$ cat config.mk
export PLATFORM = sky130hd
export DESIGN_NAME = jenkins_murmur3_64_hash_core
export DESIGN_NICKNAME = d
export VERILOG_FILES = /design/src/hdl/jmh_pkg.sv /design/src/hdl/jmh_front.sv /design/src/hdl/jmh_queue.sv /design/src/hdl/jmh_back.sv /design/src/hdl/jenkins_murmur3_64_hash_core.sv
export SDC_FILE = /design/constraint.sdc
export NUM_CORES = 2
export LEC_CHECK = 0
export ABC_AREA = 1
export BUFFER_PORTS_ARGS = -buffer_cell sky130_fd_sc_hd__clkbuf_2
export CAP_MARGIN = 20
export CELL_PAD_IN_SITES_DETAIL_PLACEMENT = 0
export CELL_PAD_IN_SITES_GLOBAL_PLACEMENT = 2
export CORE_MARGIN = 2
export CORE_UTILIZATION = 41
export CTS_CLUSTER_DIAMETER = 40
export DETAILED_ROUTE_END_ITERATION = 7
export GPL_TIMING_DRIVEN = 1
export HOLD_SLACK_MARGIN = 0.06
export PLACE_DENSITY = 0.88
export SLEW_MARGIN = 30
export SYNTH_ARGS = -nofsm -noshare
export SYNTH_HDL_FRONTEND = slang
export SYNTH_SLANG_ARGS = --single-unit
$ cat constraint.sdc
create_clock -name i_clk -period 13.45 [get_ports i_clk]
set_input_delay 4.035 -clock i_clk [delete_from_list [all_inputs] [get_ports i_clk]]
set_output_delay 4.035 -clock i_clk [all_outputs]
set_load 0.02 [all_outputs]
$ cat src/hdl/jmh_pkg.sv
// Shared constants, types and helper functions for the Jenkins/murmur3 hash core.
// No dependencies; used by the front end, task queue, back end and top level.
package jmh_pkg;

    localparam logic [31:0] MM_SEED = 32'h5c0940e9;
    localparam logic [31:0] MM_C1   = 32'hcc9e2d51;
    localparam logic [31:0] MM_C2   = 32'h1b873593;
    localparam logic [31:0] MM_ADD  = 32'he6546b64;
    localparam logic [31:0] MM_F1   = 32'h85ebca6b;
    localparam logic [31:0] MM_F2   = 32'hc2b2ae35;

    localparam int QUEUE_DEPTH = 2;

    // One unit of murmur work handed from the front end to the back end.
    typedef struct packed {
        logic        has_word; // a full 32-bit word is ready to mix
        logic [31:0] word;
        logic        last;     // finalize after the word (if any)
        logic [23:0] tail;     // leftover bytes, little-endian
        logic [31:0] count;    // message length mod 2^32
        logic [31:0] jacc;     // Jenkins accumulator before finalization
    } t_task;

    // Back end status seen by the top level.
    typedef struct packed {
        logic busy;
        logic finish;  // result register is written this cycle
    } t_back_stat;

    function automatic logic [31:0] rotl32(input logic [31:0] a, input int s);
        rotl32 = (a << s) | (a >> (32 - s));
    endfunction

    function automatic logic [31:0] jenkins_step(input logic [31:0] acc,
                                                 input logic [7:0]  b);
        logic [31:0] h;
        h = acc + {24'd0, b};
        h = h + (h << 10);
        h = h ^ (h >> 6);
        jenkins_step = h;
    endfunction

    function automatic logic [31:0] jenkins_final(input logic [31:0] acc);
        logic [31:0] j;
        j = acc + (acc << 3);
        j = j ^ (j >> 11);
        j = j + (j << 15);
        jenkins_final = j;
    endfunction

endpackage

$ cat src/hdl/jmh_front.sv
// Front end: accepts message bytes, runs the Jenkins step, packs murmur words.
// Depends on jmh_pkg; emits one t_task per completed word or message end.
module jmh_front (
    input  logic           i_clk,
    input  logic           i_rst_n,
    input  logic           i_fire,
    input  logic [7:0]     i_data_byte,
    input  logic           i_byte_present,
    input  logic           i_last,
    output logic           o_task_push,
    output jmh_pkg::t_task o_task
);

    logic [31:0] r_jacc, n_jacc;
    logic [23:0] r_wbytes, n_wbytes;
    logic [1:0]  r_phase, n_phase;
    logic [31:0] r_count, n_count;
    logic        has_word;
    logic [31:0] word;

    always_comb begin
        n_jacc   = r_jacc;
        n_wbytes = r_wbytes;
        n_phase  = r_phase;
        n_count  = r_count;
        has_word = 1'b0;
        word     = {i_data_byte, r_wbytes};
        if (i_byte_present) begin
            n_jacc  = jmh_pkg::jenkins_step(r_jacc, i_data_byte);
            n_count = r_count + 32'd1;
            n_phase = r_phase + 2'd1;
            unique case (r_phase)
                2'd0: n_wbytes = {r_wbytes[23:8], i_data_byte};
                2'd1: n_wbytes = {r_wbytes[23:16], i_data_byte, r_wbytes[7:0]};
                2'd2: n_wbytes = {i_data_byte, r_wbytes[15:0]};
                default: begin
                    has_word = 1'b1;
                    n_wbytes = 24'd0;
                end
            endcase
        end
    end

    assign o_task_push   = i_fire && (has_word || i_last);
    assign o_task.has_word = has_word;
    assign o_task.word     = word;
    assign o_task.last     = i_last;
    assign o_task.tail     = n_wbytes;
    assign o_task.count    = n_count;
    assign o_task.jacc     = n_jacc;

    always_ff @(posedge i_clk) begin
        if (!i_rst_n || (i_fire && i_last)) begin
            r_jacc   <= '0;
            r_wbytes <= '0;
            r_phase  <= '0;
            r_count  <= '0;
        end else if (i_fire) begin
            r_jacc   <= n_jacc;
            r_wbytes <= n_wbytes;
            r_phase  <= n_phase;
            r_count  <= n_count;
        end
    end

endmodule

$ cat src/hdl/jmh_queue.sv
// Short task queue between front end and back end.
// Depends on jmh_pkg for t_task; depth set by parameter P_DEPTH (at least 2).
module jmh_queue #(
    parameter int P_DEPTH = jmh_pkg::QUEUE_DEPTH
) (
    input  logic           i_clk,
    input  logic           i_rst_n,
    input  logic           i_push,
    input  jmh_pkg::t_task i_task,
    input  logic           i_pop,
    output logic           o_full,
    output logic           o_empty,
    output jmh_pkg::t_task o_head
);

    localparam int IW = $clog2(P_DEPTH);
    localparam int CW = $clog2(P_DEPTH + 1);

    jmh_pkg::t_task r_mem [P_DEPTH];
    logic [IW-1:0]  r_wr, r_rd;
    logic [CW-1:0]  r_cnt;

    assign o_full  = (r_cnt == CW'(P_DEPTH));
    assign o_empty = (r_cnt == '0);
    assign o_head  = r_mem[r_rd];

    always_ff @(posedge i_clk) begin
        if (i_push) begin
            r_mem[r_wr] <= i_task;
        end
    end

    always_ff @(posedge i_clk) begin
        if (!i_rst_n) begin
            r_wr  <= '0;
            r_rd  <= '0;
            r_cnt <= '0;
        end else begin
            if (i_push) begin
                r_wr <= (r_wr == IW'(P_DEPTH - 1)) ? '0 : r_wr + IW'(1);
            end
            if (i_pop) begin
                r_rd <= (r_rd == IW'(P_DEPTH - 1)) ? '0 : r_rd + IW'(1);
            end
            if (i_push && !i_pop) begin
                r_cnt <= r_cnt + CW'(1);
            end else if (!i_push && i_pop) begin
                r_cnt <= r_cnt - CW'(1);
            end
        end
    end

endmodule

$ cat src/hdl/jmh_back.sv
// Back end: murmur3 word mixing and finalization on one shared 32x32 multiplier.
// Depends on jmh_pkg; owns the result register shown on the output queue ports.
module jmh_back (
    input  logic                i_clk,
    input  logic                i_rst_n,
    input  logic                i_q_empty,
    input  jmh_pkg::t_task      i_q_head,
    output logic                o_q_pop,
    input  logic                i_pop,
    output logic                o_empty,
    output logic [63:0]         o_hash,
    output jmh_pkg::t_back_stat o_stat
);

    typedef enum logic [5:0] {
        S_IDLE = 6'b000001,
        S_C2   = 6'b000010,
        S_MIX  = 6'b000100,
        S_FIN  = 6'b001000,
        S_F2   = 6'b010000,
        S_F3   = 6'b100000
    } t_state;

    t_state         r_state, n_state;
    jmh_pkg::t_task r_task, n_task;
    logic [31:0]    r_k, n_k;
    logic [31:0]    r_m, n_m;
    logic [31:0]    r_j, n_j;
    logic           r_word, n_word;
    logic           r_out_valid, n_out_valid;
    logic [63:0]    r_out_hash, n_out_hash;
    logic [31:0]    mul_a, mul_b, prod;
    logic [31:0]    mix, fin0, fin1;
    logic           out_pop, finish;

    assign prod    = mul_a * mul_b;
    assign out_pop = r_out_valid && i_pop;

    always_comb begin
        n_state     = r_state;
        n_task      = r_task;
        n_k         = r_k;
        n_m         = r_m;
        n_j         = r_j;
        n_word      = r_word;
        n_out_valid = r_out_valid && !i_pop;
        n_out_hash  = r_out_hash;
        mul_a       = r_k;
        mul_b       = jmh_pkg::MM_C1;
        o_q_pop     = 1'b0;
        finish      = 1'b0;
        mix         = jmh_pkg::rotl32(r_m ^ r_k, 13);
        fin0        = r_m ^ r_k ^ r_task.count;
        fin1        = fin0 ^ (fin0 >> 16);
        unique case (r_state)
            S_IDLE: begin
                if (!i_q_empty) begin
                    o_q_pop = 1'b1;
                    n_task  = i_q_head;
                    mul_a   = i_q_head.has_word ? i_q_head.word : {8'd0, i_q_head.tail};
                    n_k     = prod;
                    n_word  = i_q_head.has_word;
                    n_state = S_C2;
                end
            end
            S_C2: begin
                mul_a   = jmh_pkg::rotl32(r_k, 15);
                mul_b   = jmh_pkg::MM_C2;
                n_k     = prod;
                n_state = r_word ? S_MIX : S_FIN;
            end
            S_MIX: begin
                // m * 5 + ADD as shift-add
                n_m = mix + {mix[29:0], 2'b00} + jmh_pkg::MM_ADD;
                if (r_task.last) begin
                    mul_a   = {8'd0, r_task.tail};
                    n_k     = prod;
                    n_word  = 1'b0;
                    n_state = S_C2;
                end else begin
                    n_state = S_IDLE;
                end
            end
            S_FIN: begin
                mul_a   = fin1;
                mul_b   = jmh_pkg::MM_F1;
                n_k     = prod;
                n_j     = jmh_pkg::jenkins_final(r_task.jacc);
                n_state = S_F2;
            end
            S_F2: begin
                mul_a   = r_k ^ (r_k >> 13);
                mul_b   = jmh_pkg::MM_F2;
                n_k     = prod;
                n_state = S_F3;
            end
            S_F3: begin
                // hold until the result register is free
                if (!r_out_valid || out_pop) begin
                    finish      = 1'b1;
                    n_out_valid = 1'b1;
                    n_out_hash  = {r_j, r_k ^ (r_k >> 16)};
                    n_m         = jmh_pkg::MM_SEED;
                    n_state     = S_IDLE;
                end
            end
            default: n_state = S_IDLE;
        endcase
    end

    always_ff @(posedge i_clk) begin
        if (!i_rst_n) begin
            r_state     <= S_IDLE;
            r_m         <= jmh_pkg::MM_SEED;
            r_out_valid <= 1'b0;
        end else begin
            r_state     <= n_state;
            r_m         <= n_m;
            r_out_valid <= n_out_valid;
        end
    end

    always_ff @(posedge i_clk) begin
        r_task     <= n_task;
        r_k        <= n_k;
        r_j        <= n_j;
        r_word     <= n_word;
        r_out_hash <= n_out_hash;
    end

    assign o_empty       = !r_out_valid;
    assign o_hash        = r_out_hash;
    assign o_stat.busy   = (r_state != S_IDLE);
    assign o_stat.finish = finish;

endmodule

$ cat src/hdl/jenkins_murmur3_64_hash_core.sv
// Jenkins one-at-a-time (bits 63..32) and murmur3 x86_32 (bits 31..0) message hash.
// Takes one byte per cycle while the queue is not full; the back end runs each
// 4-byte word through S_IDLE, S_C2 and S_MIX. A message end runs S_IDLE, S_C2,
// S_FIN, S_F2 and S_F3; S_MIX and a second S_C2 come before S_FIN if it ends a word.
// Reset is synchronous, active low: clears accumulators, task queue, sequencer, result.
module jenkins_murmur3_64_hash_core #(
    parameter int P_QUEUE_DEPTH = jmh_pkg::QUEUE_DEPTH
) (
    input  logic        i_clk,
    input  logic        i_rst_n,
    // input side: queue-style push/full
    input  logic        push,
    output logic        full,
    input  logic [7:0]  i_data_byte,
    input  logic        i_byte_present,
    input  logic        i_last,
    // result side: queue-style empty/pop
    output logic        empty,
    input  logic        pop,
    output logic [63:0] o_hash
);

    // Front end runs the cheap Jenkins step and word packing at byte rate. Every
    // completed word, and every message end, becomes one task in a short queue.
    // The back end drains tasks through a small sequencer around a single
    // combinational 32x32 multiplier. An input transfer is taken whenever the queue
    // has room, even while a finished hash waits in the result register.

    logic                q_push, q_pop, q_full, q_empty;
    jmh_pkg::t_task      q_in, q_head;
    jmh_pkg::t_back_stat back_stat;
    logic                fire;

    assign full = q_full;
    assign fire = push && !q_full;

    jmh_front u_front (
        .i_clk          (i_clk),
        .i_rst_n        (i_rst_n),
        .i_fire         (fire),
        .i_data_byte    (i_data_byte),
        .i_byte_present (i_byte_present),
        .i_last         (i_last),
        .o_task_push    (q_push),
        .o_task         (q_in)
    );

    jmh_queue #(
        .P_DEPTH (P_QUEUE_DEPTH)
    ) u_queue (
        .i_clk   (i_clk),
        .i_rst_n (i_rst_n),
        .i_push  (q_push),
        .i_task  (q_in),
        .i_pop   (q_pop),
        .o_full  (q_full),
        .o_empty (q_empty),
        .o_head  (q_head)
    );

    jmh_back u_back (
        .i_clk     (i_clk),
        .i_rst_n   (i_rst_n),
        .i_q_empty (q_empty),
        .i_q_head  (q_head),
        .o_q_pop   (q_pop),
        .i_pop     (pop),
        .o_empty   (empty),
        .o_hash    (o_hash),
        .o_stat    (back_stat)
    );

    // Never write a task into a full queue.
    a_no_overflow: assert property (@(posedge i_clk) disable iff (!i_rst_n)
        !(q_push && q_full))
        else $error("task queue overflow");

    // Never take a task from an empty queue.
    a_no_underflow: assert property (@(posedge i_clk) disable iff (!i_rst_n)
        !(q_pop && q_empty))
        else $error("task queue underflow");

    // A result appears only after the back end finished a message.
    a_result_source: assert property (@(posedge i_clk) disable iff (!i_rst_n)
        $fell(empty) |-> $past(back_stat.finish))
        else $error("result register written outside finalization");

    // The sequencer is working whenever it pulls a task.
    a_pop_idle: assert property (@(posedge i_clk) disable iff (!i_rst_n)
        q_pop |=> back_stat.busy)
        else $error("task popped without starting work");

endmodule

==> flow_summary.rst <==
.. list-table::
   :header-rows: 1

   * - Metric
     - Value
   * - Fraction of layout instances using a drive strength above 1
     - 7.35%
   * - Share of the cycle needed by the critical path after routing
     - 75.9%
   * - Crit path top cell by count
     - sky130_fd_sc_hd__fa_1
   * - Peak Freq
     - 98.0 MHz
   * - Slowest library cell on the worst path
     - sky130_fd_sc_hd__o21ai_0
   * - Total clock buffers created by CTS
     - 90
   * - Total routed wirelength
     - 149000 um
   * - Type of destination of the critical path
     - register
   * - Setup TNS after final layout
     - 0 ps
   * - Post-synth top area share
     - 30.2%
   * - H-tree levels
     - 3
   * - Fraction of registers with async set or reset after synthesis
     - 0%
   * - Register-to-Register Setup Slack
     - 3240 ps
   * - Result of the run
     - completed
   * - Worst slew pin tran
     - 1060 ps
   * - Max-slew violation count
     - 0
   * - Buffers inserted during post-CTS setup optimization
     - 0
   * - Antenna viol nets, final
     - 0
   * - Number of library cell types mapped by synthesis
     - 60
   * - Starting DRC count in detailed routing
     - 3250
   * - Final layout net count
     - 5940
   * - Startpoint class of the critical path
     - register
   * - Post-synth net total
     - 5855
   * - Via count of the routed design
     - 34800
   * - Crit. path cell count
     - 34
   * - Max Cap Viol
     - 0
   * - Hold Crit Class
     - reg -> reg
   * - Worst path arrival time
     - 10610 ps
   * - Cell count after synthesis
     - 5171
   * - CP delay by family, top
     - adder cells
   * - Height of the chip
     - 339 um
   * - Number of buffers on the longest clock path
     - 3
   * - Clock skew after layout
     - 33.9 ps
   * - Fillcell total
     - 10800
   * - Flop and latch count out of synthesis
     - 596
   * - Leading cell type by number of instances after synthesis
     - sky130_fd_sc_hd__nand2_1
   * - Number of primary I/O pins
     - 80
   * - Via count of the first global-routing pass
     - 34300
   * - Number of hold-repair buffers added at the cts stage
     - 0
   * - Main area contributors after synthesis
     - sky130_fd_sc_hd__edfxtp_1 30%, sky130_fd_sc_hd__fa_1 17%, sky130_fd_sc_hd__nand2_1 10%
   * - Horizontal die dimension
     - 339 um
   * - Count of cells along the worst register-to-register path
     - 34
   * - YS warnings
     - 0
   * - Sequential area share after synthesis
     - 36.0%
   * - Leading register cell type out of synthesis
     - sky130_fd_sc_hd__edfxtp_1
   * - Row Count
     - 122
   * - Register clock-pin slew on the reported worst setup and hold paths
     - 50 ps
   * - Number of antenna violations at the first check in global routing
     - 3
   * - Count of instances resized after the clock tree is built
     - 0
   * - Syn avg cell area
     - 8.88 um2
   * - First-pass iteration count of the detailed router
     - 5
   * - Relative max-transition margin
     - 29.6%
   * - Critical path's largest stage delay
     - 830 ps
   * - Biggest fanout along the worst timing path
     - 31
   * - TritonCTS clock tree
     - yes
   * - Unrepaired setup endpoints after global routing
     - no
   * - Clock tree sinks
     - 596
   * - Clock Latency Late Sink
     - 680 ps
   * - Final Critical Period
     - 10210 ps
   * - Pin count of the biggest net entering global routing
     - 77
   * - Total congestion overflow
     - 0
   * - First-pass GRT wire length
     - 222000 um
   * - PortBufs
     - 79
   * - Area of the core region
     - 111000 um2
   * - GRT Total Usage
     - 26.1%
   * - Most frequent cells after synthesis
     - 1279 x sky130_fd_sc_hd__nand2_1, 1024 x sky130_fd_sc_hd__inv_1, 462 x sky130_fd_sc_hd__edfxtp_1
   * - Floorplan die area
     - 115000 um2
   * - EDFF count, synth
     - 462
   * - Largest area contributor in the netlist
     - sky130_fd_sc_hd__edfxtp_1
   * - Critical Setup Path Class
     - reg -> reg
   * - Initial core utilization
     - 41.4%
   * - Buffers plus inverters on the worst setup path
     - 9
   * - Area of the mapped netlist
     - 45900 um2
   * - Routability-driven placement congestion ratio
     - 1.08
   * - Post-DR vias/cell
     - 5.09
   * - HPWL reported at the end of detailed placement
     - 119000 um
   * - Final setup violating endpoints
     - 0
   * - Required arrival time at the worst endpoint
     - 13850 ps
   * - Post-detailed-route wirelength per cell
     - 21.9 um
   * - CTS root buf
     - sky130_fd_sc_hd__clkbuf_16
   * - Synth-to-Final Area Change
     - 11.4%
   * - Total count of hold-check failures in the final report
     - 0
   * - Worst hold path depth
     - 0
   * - DRC viols
     - 0
## cells in the final DEF (no fill, tap or decap), types with 32 or more instances in the layout
master | Yosys | layout
sky130_fd_sc_hd__edfxtp_1 | 462 | 462
sky130_fd_sc_hd__a21oi_1 | 240 | 240
sky130_fd_sc_hd__xor2_1 | 188 | 188
sky130_fd_sc_hd__inv_1 | 1024 | 1024
sky130_fd_sc_hd__clkbuf_2 | 4 | 79
sky130_fd_sc_hd__buf_4 | 8 | 46
sky130_fd_sc_hd__nand3_1 | 133 | 133
sky130_fd_sc_hd__clkbuf_16 | 0 | 91
sky130_fd_sc_hd__dfxtp_1 | 134 | 133
sky130_fd_sc_hd__o21ai_0 | 188 | 187
sky130_fd_sc_hd__o22ai_1 | 32 | 32
sky130_fd_sc_hd__fa_1 | 397 | 397
sky130_fd_sc_hd__xnor2_1 | 86 | 86
sky130_fd_sc_hd__o211ai_1 | 39 | 39
sky130_fd_sc_hd__nor2_1 | 287 | 283
sky130_fd_sc_hd__nand2_1 | 1279 | 1278
sky130_fd_sc_hd__ha_1 | 273 | 273
## final timing paths
| path | start | end |
|---|---|---|
| hold reg to reg | u_back.r_j[21] | u_back.o_hash[53] |
| hold / removal | u_back.r_j[21] | u_back.o_hash[53] |
| setup / recovery | u_back.r_state[0] | u_back.r_k[30] |
| setup reg to reg | u_back.r_state[0] | u_back.r_k[30] |
## stage by stage
| step | hold slack, ps | instance area (um2) | instances | setup WS (ps) | util, % |
|---|---|---|---|---|---|
| after global routing | 423 | 51200 | 6821 | 2740 | 46.1 |
| after floorplan | 400 | 45900 | 5171 | 3300 | - |
| final | 415 | 51200 | 6824 | 3240 | 46.1 |
| after global placement | 402 | 48000 | 6652 | 3330 | 43.3 |
| after detailed placement | 405 | 48000 | 6652 | 3310 | 43.3 |
| after CTS | 418 | 51200 | 6821 | 3240 | 46.1 |
## layer usage
metal	vias to the layer above	share of wire, %	wire length, um	global-route usage [%]
met1	16700	45	66900	36.9
li1	16500	-	-	-
met3	277	8.0	11900	5.18
met2	1281	42	63200	38.5
met5	-	0.0087	13	0
met4	2	4.8	7180	11.8
## sequential cells by signal (all words and copies together) (netlist names), 32 cells and up, named ones only
register         flops
u_back.o_hash       64
u_back.r_j          32
u_back.r_k          32
u_back.r_m          32
u_back.r_task       89
u_front.r_count     32
u_front.r_jacc      32
u_queue.r_mem      244
## worst reg2reg max path, delay by kind of cell (launching register included)
kind	cells	cell delay (ps)
compound gates	6	2160
flops	1	440
simple gates	9	1710
xor+xnor	1	80
buf+inv	9	1520
fa+ha+maj	9	4020
## kinds of logic (layout without fill, tap and decap cells)
group                      Yosys count  count (layout)  synth area share, %
buffers and inverters             1172            1334                 9.80
other                                0               3                    0
AOI/OAI and AO/OA                  588             588                 7.20
and+or+nand+nor                   1871            1871                 17.0
DFF                                596             596                 36.0
xor gates and xnor gates           274             274                 5.22
adders and majority gates          670             670                 24.7
## cell type report
class                      instances  area, um2  area share [%]
multi-input combinational       3403      24900            48.7
sequential                       596      16600            32.4
inverter                        1040       3910            7.63
clock buffer                      99       2340            4.57
tap                             1488       1860            3.64
clock inverter                    70        838            1.64
timing repair buffer             125        741            1.45
antenna                            3       7.51          0.0147
Power is left out: the tool's default activity adds up to more than one toggle a clock period on the data nets, which glitch-free logic cannot reach.
